### config.mk
export PLATFORM = sky130hd
export DESIGN_NAME = ukvt_cell
export DESIGN_NICKNAME = d
export VERILOG_FILES = /design/src/ukvt_pkg.sv /design/src/ukvt_cell.sv
export SDC_FILE = /design/constraint.sdc
export NUM_CORES = 1
export LEC_CHECK = 0
export ABC_CLOCK_PERIOD_IN_PS = 4400
export BUFFER_PORTS_ARGS = -buffer_cell sky130_fd_sc_hd__buf_2
export CAP_MARGIN = 20
export CELL_PAD_IN_SITES_DETAIL_PLACEMENT = 1
export CELL_PAD_IN_SITES_GLOBAL_PLACEMENT = 1
export CORE_MARGIN = 3
export CORE_UTILIZATION = 33
export DETAILED_ROUTE_END_ITERATION = 6
export HOLD_SLACK_MARGIN = 0.06
export PLACE_DENSITY_LB_ADDON = 0.15
export SYNTH_ARGS = -nofsm -noshare
export SYNTH_HDL_FRONTEND = slang
export SYNTH_SLANG_ARGS = --single-unit
### constraint.sdc
create_clock -name clock -period 4.4 [get_ports clock]
set_clock_uncertainty 0.15 [all_clocks]
set_input_delay 0.22 -clock clock [delete_from_list [all_inputs] [get_ports clock]]
set_output_delay 0.22 -clock clock [all_outputs]
set_load 0.02 [all_outputs]
### src/ukvt_pkg.sv
package ukvt_pkg;

   // Table size and the widths that follow from it.
   localparam int CAPACITY    = 64;
   localparam int IDX_W       = $clog2(CAPACITY);
   localparam int CNT_W       = $clog2(CAPACITY + 1);
   localparam int DATA_W      = 32;
   localparam int ENTRY_CNT_W = 7;

   // Command codes of a request.
   typedef enum logic [2:0] {
      CMD_ACCESS = 3'd0,
      CMD_WRITE  = 3'd1,
      CMD_PEEK   = 3'd2,
      CMD_DELETE = 3'd3,
      CMD_CLEAR  = 3'd4
   } cmd_type;

   // Status codes of a response.
   typedef enum logic [1:0] {
      ST_OK      = 2'd0,
      ST_MISSING = 2'd1,
      ST_FULL    = 2'd2
   } status_type;

   // Update controls broadcast from the sequencer to every cell.
   typedef struct packed {
      logic                delete_en;
      logic                update_en;
      logic                append_en;
      logic [IDX_W-1:0]    hit_pos;
      logic [CNT_W-1:0]    count;
      logic [DATA_W-1:0]   app_key;
      logic [DATA_W-1:0]   app_value;
   } ctl_type;

endpackage

### src/ukvt_cell.sv
module ukvt_cell
   import ukvt_pkg::*;
(
   input  logic                clock,
   input  logic                reset,
   input  logic [IDX_W-1:0]    cell_idx,
   input  logic                lookup_en,
   input  logic [DATA_W-1:0]   lookup_key,
   input  ctl_type             ctl,
   input  logic [DATA_W-1:0]   next_key,
   input  logic [DATA_W-1:0]   next_value,
   output logic [DATA_W-1:0]   key_out,
   output logic [DATA_W-1:0]   value_out,
   output logic [DATA_W-1:0]   hit_value,
   output logic                match
);

   logic [DATA_W-1:0] key_ff;
   logic [DATA_W-1:0] key_in;
   logic [DATA_W-1:0] value_ff;
   logic [DATA_W-1:0] value_in;
   logic              match_ff;
   logic              match_in;
   logic              occupied;

   // The cell holds a live entry when its place lies below the fill count.
   assign occupied = CNT_W'(cell_idx) < ctl.count;

   // Compare the incoming key while the request is being accepted.
   assign match_in = lookup_en && occupied && (key_ff == lookup_key);

   // Shift down on delete, overwrite on a write hit, or take a new entry at the tail.
   always_comb begin
      key_in   = key_ff;
      value_in = value_ff;
      if (ctl.delete_en && (cell_idx >= ctl.hit_pos)) begin
         key_in   = next_key;
         value_in = next_value;
      end else if (ctl.update_en && match_ff) begin
         value_in = ctl.app_value;
      end else if (ctl.append_en && (CNT_W'(cell_idx) == ctl.count)) begin
         key_in   = ctl.app_key;
         value_in = ctl.app_value;
      end
   end

   always_ff @(posedge clock) begin
      if (reset) begin
         match_ff <= 1'b0;
      end else begin
         match_ff <= match_in;
      end
   end

   always_ff @(posedge clock) begin
      key_ff   <= key_in;
      value_ff <= value_in;
   end

   assign key_out   = key_ff;
   assign value_out = value_ff;
   assign hit_value = match_ff ? value_ff : '0;
   assign match     = match_ff;

endmodule

* After elaboration in Yosys (flattened, before gate mapping)
Index checks and enable logic that the tools add are counted.
** Cells by class
- $lt $le $gt $ge :: 2
- Equality and inequality tests :: 3
- Multiplexer cells :: 7
- Reduce and logical (&&, ||, !) cells :: 8
** Operators by type and width (number)
- 2-to-1 mux 32 bit :: 7
- equality test 32 bit :: 1
- equality test 6 x 7 -> 1 bit :: 1
- < comparator 6 x 7 -> 1 bit :: 1
- greater-or-equal comparator 6 bit :: 1
- logical AND 1 bit :: 5
- nonzero test 3 bit :: 1
- inequality test 2 bit (second input constant) :: 1
- AND reduction 2 bit :: 1
- nonzero test 2 bit :: 1
** Storage, ports and cells
- Bits in registers :: 65
- Input bits :: 185
- Output and inout bits :: 97
- Logic and storage cells :: 23

* Depth between registers and ports, before layout
Gate-level depths: netlist (run 1).
- Depth in word-level cells :: 5
- Depth in mapped cells :: 9
- Gate-level depth less buffers :: 7

* Worst setup path before layout (run 1)
No wires, ideal clock.
- Path type :: input to register
- Start :: input port ctl[69] in the netlist's numbering
- End :: register value_ff[0] (netlist: value_out[0]) (enable)
- Library setup time :: 0.431 ns
- Arrival time :: 2.274 ns
- Required time :: 3.819 ns
- Setup slack :: 1.545 ns
- Stages on the path :: 4
- Buffers on the path :: 0
- Cell sequence :: inv_1 > ha_1 > nand4b_1 > o211ai_1
** Between the ends
- Word-level cells in the longest chain between the ends :: 3
** Ends and longest elaborated chain
- from (decl) :: line ukvt_cell.sv:9 : input ctl_type ctl,
- equality test 6 x 7 -> 1 bit :: line ukvt_cell.sv:41 : end else if (ctl.append_en && (CNT_W'(cell_idx) == ctl.count)) begin
- logical AND 1 bit :: line ukvt_cell.sv:41
- nonzero test 3 bit (no line)
- to (signal assigned) :: line ukvt_cell.sv:57 : value_ff <= value_in;
- to (decl) :: line ukvt_cell.sv:20 : logic [DATA_W-1:0] value_ff;
No other way between the ends.
A chain may end at the register's enable or synchronous reset.

* Worst setup path after layout (run 1)
- Start :: input port cell_idx[0]
- End :: register value_ff[25] (netlist: value_out[25]), data pin
** Between the ends
- Word-level cells in the longest chain between the ends :: 3
** Ends and longest elaborated chain
- from (decl) :: line ukvt_cell.sv:6 : input logic [IDX_W-1:0] cell_idx,
- greater-or-equal comparator 6 bit :: line ukvt_cell.sv:36 : if (ctl.delete_en && (cell_idx >= ctl.hit_pos)) begin
- logical AND 1 bit :: line ukvt_cell.sv:36
- 2-to-1 mux 32 bit :: line ukvt_cell.sv:36
- named net value_in[25] :: line ukvt_cell.sv:21 : logic [DATA_W-1:0] value_in;
The timed path passes the listed nets, and every way through them passes these cells.

==> results of run 1 <==
[cells by family after synthesis]
logic type               synth area share
XOR/XNOR                           0.0733
adder cells (fa/ha/maj)            0.0392
buffers and inverters              0.0386
AND/OR/NAND/NOR                    0.0827
multiplexers                        0.236
AO/OA/AOI/OAI                      0.0222
flip-flops                          0.508
[state kept, by name, indices dropped and copies added (netlist names)]
name       flops
value_out     32
match          1
key_out       32
[path summary, 6_finish.rpt]
path	end	slack, ns
worst max-delay path	value_out[25]	1.22
worst min-delay path	value_out[31]	0.08
worst max register to register	value_out[29]	2.24
worst min register to register	match	0.59
[per-layer routing]
metal  share of wire  track usage
met1            0.33        0.229
met2            0.57        0.471
met5               0            0
met3           0.073       0.0679
met4           0.023       0.0777
[worst reg2reg max path, cell delays in order (launching register included)]
cell      delay, ns
dfxtp_1        0.91
nand2_1        0.17
o211ai_1       0.15
buf_4          0.42
[synth_stat cells]
cell      instances  area (sq um)
nor4_1            3          18.8
a21oi_2           1          8.76
buf_8             5          75.1
nand2_1           3          11.3
nand4b_1          1          8.76
and2_1           32           200
nor2_1            1          3.75
mux2_4           49           736
o21ai_0           2          10.0
nor3_1            2          10.0
xnor2_1          20           175
buf_6             1          11.3
nand2b_1          1          6.26
mux2_2           15           169
o211ai_1          1          7.51
xor2_1           12           105
ha_1             12           150
nand4_1           7          43.8
buf_2             1          5.00
nand3_1           1          5.00
o221ai_2          1          15.0
edfxtp_1         64          1920
clkbuf_1          3          11.3
inv_1            12          45.0
a21o_1            2          15.0
nor4b_1           1          8.76
a21oi_1           4          20.0
a22o_1            1          8.76
dfxtp_1           1          20.0
[final cells by class]
cell class,instances,area (sq um)
Clock buffer,12,236
Clock inverter,4,20.0
Fill cell,1209,4240
Inverter,12,45.0
Multi-Input combinational cell,172,1740
Sequential cell,65,1940
Tap cell,140,175
Timing Repair Buffer,409,2680
[what timing repair did]
item	CTS	global route
hold buffers	123	1
buffers inserted	0	0
endpoints found under the hold margin	63	1
[report_power, final]
part           total [uW]  internal (uW)  switching, uW
clock                 634            377            257
combinational         604            331            273
sequential            818            773           44.7
total                2060           1480            574
[per-stage QoR]
step | setup WS [ns] | util | power [uW] | instances
4_1_cts | 1.27 | 0.617 | 2040 | 813
3_5_place_dp | 1.46 | 0.482 | 1300 | 674
5_1_grt | 1.12 | 0.617 | 2150 | 814
6_report | 1.22 | 0.617 | 2060 | 814
3_3_place_gp | 1.53 | 0.482 | 1290 | 674
2_1_floorplan | 1.55 | - | 1110 | 259
==> impl_metrics.csv, run 1 <==
group,metric,value,unit
status,outcome,"complete, no violations",
setup_path,cp-start-kind,"input pin",
cts,cts-root-buf,"clkbuf_16",
timing,fin_crit_sh,0.723,
cts,clock_path_buffers,2,
placed_design,place_congestion,0.833,
synth,synth_seq_area_share,0.508,
cells_and_area,layout-drive-gt1-share,0.539,
pwr,leakagePower,0.00332,uW
global_route,track_usage,0.236,
hold_path,worstHoldPathCells,2,
synth,yosys_warnings,0,
synth,syn_area,0.00383,sq mm
placed_design,io_buffers,281,
cells_and_area,syn2layout_area_growth,78.8,%
cts,path_clk_slew,0.06,ns
synth,ys_seq_elements,65,
global_route,grt_pass1_wl,23000,um
timing,relSlewSlack,0.384,
hold_path,hp-start,"next_value[31]",
pwr,ir_worst_vdd,0.162,mV
floorplanning,rows,38,
setup_path,r2r-start,"match",
setup_path,critPathBufInv,4,
global_route,antenna_found_initial,0,
detailed_routing,dr.pass1.iters,4,
cells_and_area,insertedDiodeCount,0,
cts,cts_sinks,65,
setup_path,cp-end-kind,"flop",
global_route,grt-ovfl-total,0,
floorplanning,start_util,0.345,
floorplanning,io_pins,282,
setup_path,worstPathRequired,4.32,ns
setup_path,slowest_stage,"nand2_4",
detailed_routing,wirelength,15700,um
floorplanning,die_w,114,um
floorplanning,die_h,114,um
detailed_routing,ant_nets,0,
setup_path,cp.depth,10,
placed_design,post-dp-hpwl,10300,um
timing,finalMaxSlewViolations,0,
cts,cts_tree,"built",
setup_path,crit_path_start,"cell_idx[0]",
setup_path,crit_family,"buffers and inverters",
cts,cts_inserted_buffers,9,
timing,timing.final.hold_violations,0,
setup_path,r2r_cells,3,
global_route,grt_max_degree,53,
placed_design,dpl_cell_area,0.00534,sq mm
setup_path,path_max_fanout,52,
detailed_routing,wl_per_cell,19.3,um
setup_path,cp.arrival,3.10,ns
detailed_routing,first_iter_violations,129,
setup_path,crit_chain,"buf_2 > inv_1 > ha_1 > nand2b_1 > a21oi_2 > o221ai_2 > nand2_4 > buf_4 > mux2_4 > dlygate4sd3_1",
synth,synth_cell_types,29,
timing,holdWs,0.0778,ns
setup_path,cp_slowest_stage_delay,0.68,ns
cts,clock_latency,0.33,ns
floorplanning,dieArea,0.0129,sq mm
hold_path,hp-class,"in2reg",
timing,setup_viol,0,
synth,syn-num-nets,456,
detailed_routing,vias,3761,
timing,fin_setup_tns,0,ns
timing,rsz0062_at_grt,"false",
setup_path,crit_type,"in2reg",
floorplanning,core,0.0111,sq mm
cts,htreeDepth,3,
cells_and_area,fin_area,0.00684,sq mm
timing,period_minus_slack,3.18,ns
job,drv_cap,0,
detailed_routing,vias_per_cell,4.62,
synth,syn_avg_cell_area,14.8,sq um
pwr,powerDensity,301,mW/mm^2
global_route,grt_pass1_vias,4293,
cells_and_area,layout_commonest_cell,"buf_2",
timing,tightest_slew,0.922,ns
cells_and_area,final_cell_mix,"buf_2, dlygate4sd3_1, edfxtp_1, mux2_4, and2_1",
detailed_routing,drc,0,
synth,netlist_instances,259,
cts,postCtsResizedCells,0,
timing,fmax,314,MHz
cells_and_area,nNetsFinal,866,
Power figures use the tool's default switching activity.
==> run 2, diff against run 1 <==
ABC_CLOCK_PERIOD_IN_PS = 3100   (was 4400)
CORE_UTILIZATION = 30   (was 33)
clock period = 3.1 ns   (was 4.4 ns; I/O delays follow)
==> impl_metrics.csv, run 2 (synthesis results as in run 1) <==
group,metric,value,unit
global_route,antenna_found_initial,0,
floorplanning,die_w,119,um
setup_path,r2r_cells,6,
setup_path,r2r_setup_slack,0.76,ns
timing,timing.final.hold_violations,0,
placed_design,post-dp-hpwl,10000,um
hold_path,hp-start,"ctl[78]",
detailed_routing,wl_per_cell,16.7,um
pwr,power.share.clock,0.302,
cells_and_area,insertedDiodeCount,0,
cells_and_area,final_cell_mix,"buf_2, dlygate4sd3_1, edfxtp_1, mux2_4, and2_1",
global_route,grt-ovfl-total,0,
pwr,p_int,2100,uW
floorplanning,dieArea,0.0141,sq mm
floorplanning,start_util,0.312,
detailed_routing,ant_nets,0,
timing,tightest_slew,0.507,ns
pwr,sw_frac_of_total,0.271,
hold_path,worstHoldEndpoint,"value_out[10]",
cts,path_clk_slew,0.05,ns
placed_design,dpl_cell_area,0.00540,sq mm
pwr,p_comb_frac,0.294,
global_route,grt_pass1_vias,4219,
job,drv_cap,0,
cells_and_area,fin_area,0.00694,sq mm
setup_path,crit_chain,"buf_2 > inv_1 > ha_1 > nand2b_1 > a21oi_2 > o221ai_2 > nand2_4 > buf_4 > mux2_4 > dlygate4sd3_1",
pwr,power_frac_seq,0.404,
floorplanning,die_h,119,um
timing,setup_viol,0,
setup_path,cp.arrival,2.47,ns
detailed_routing,wirelength,14100,um
hold_path,hp-class,"in2reg",
timing,fmax,390,MHz
hold_path,worstHoldPathCells,4,
cts,post-cts-setup-buffers,0,
timing,relSlewSlack,0.659,
placed_design,dp.cells,703,
setup_path,critPathBufInv,4,
timing,fin_setup_tns,0,ns
placed_design,place_congestion,0.803,
cts,cts_tree,"built",
detailed_routing,vias,3708,
detailed_routing,vias_per_cell,4.38,
setup_path,slowest_stage,"dlygate4sd3_1",
floorplanning,rows,40,
status,outcome,"complete, no violations",
setup_path,crit_type,"in2reg",
detailed_routing,drc,0,
cts,htreeDepth,3,
pwr,switching_power,778,uW
timing,rsz0062_at_grt,"false",
setup_path,path_max_fanout,26,
cells_and_area,layout-drive-gt1-share,0.535,
cts,cts_inserted_buffers,9,
setup_path,worstPathRequired,3.01,ns
cts,clock_path_buffers,2,
cts,clock_latency,0.32,ns
setup_path,cp-start-kind,"input pin",
global_route,track_usage,0.194,
cells_and_area,layout_commonest_cell,"buf_2",
placed_design,io_buffers,281,
cts,cts-root-buf,"clkbuf_16",
global_route,grt_pass1_wl,21600,um
global_route,grt_max_degree,40,
setup_path,cp_slowest_stage_delay,0.58,ns
detailed_routing,first_iter_violations,123,
pwr,ir_worst_vdd,0.187,mV
setup_path,r2r-start,"key_out[12]",
pwr,leakagePower,0.00336,uW
setup_path,cp-end-kind,"flop",
cts,cts_sinks,65,
cells_and_area,instances_no_fill,846,
setup_path,r2r-end,"match",
setup_path,crit_family,"buffers and inverters",
detailed_routing,dr.pass1.iters,4,
timing,period_minus_slack,2.56,ns
pwr,powerDensity,414,mW/mm^2
cells_and_area,nNetsFinal,873,
timing,fin_crit_sh,0.827,
cells_and_area,syn2layout_area_growth,81.4,%
cells_and_area,utilization,0.566,
timing,finalMaxSlewViolations,0,
floorplanning,core,0.0123,sq mm
floorplanning,io_pins,282,
[run 2: cell types whose count changed in the layout (fill, tap and decap cells not counted), sizes merged]
cell / before / now
clkbuf: 12 / 11
buf: 285 / 286
clkinv: 3 / 2
clkinvlp: 1 / 0
dlygate4sd3: 124 / 130
[run 2: area by class of cell]
class,instances,area (sq um)
timing repair buffer,416,2760
multi-input combinational,172,1740
tap,168,210
sequential,65,1940
clock inverter,2,8.76
inverter,12,45.0
fill,1388,5320
clock buffer,11,233
[run 2: what timing repair did]
action / CTS / global route
hold buffers: 130 / 0
hold endpoints to repair: 65 / 0
resized for setup: 0 / 0
setup endpoints to repair: 0 / 0
[run 2: layer usage]
| layer | up-vias | GRT usage | part of all wire |
|---|---|---|---|
| li1 | 1780 | - | - |
| met1 | 1747 | 0.197 | 0.35 |
| met2 | 157 | 0.379 | 0.56 |
| met3 | 24 | 0.0499 | 0.061 |
| met4 | 0 | 0.0695 | 0.025 |
| met5 | - | 0 | 0 |
[run 2: power by group through the flow]
stage	sequential (uW)	clock, uW	combinational, uW
after floorplan	1290	0	281
after global placement	1170	0	654
after detailed placement	1180	0	667
after CTS	1160	877	843
after global routing	1170	929	907
final	1160	868	847
[run 2: worst min-delay path, stage by stage]
cell and delay, ns:
buf_2 0.09, nand2_1 0.07, o211ai_1 0.09, buf_4 0.27
[run 2: worst max path at each step]
stage,slack [ns],to,startpoint,depth (start not counted)
final,0.54,key_out[7],cell_idx[0],10
after global routing,0.47,key_out[7],cell_idx[0],10
after global placement,0.78,key_out[18],cell_idx[0],9
after detailed placement,0.76,key_out[7],cell_idx[0],9
after CTS,0.55,key_out[7],cell_idx[0],10
after floorplan,0.31,value_out[0],ctl[69],4
[run 2: through the flow]
step,power (uW),hold slack [ns],worst slack (ns)
after floorplan,1570,0.184,0.310
after global placement,1820,0.305,0.784
after detailed placement,1840,0.309,0.764
after CTS,2880,0.432,0.546
after global routing,3010,0.479,0.471
final,2880,0.437,0.538
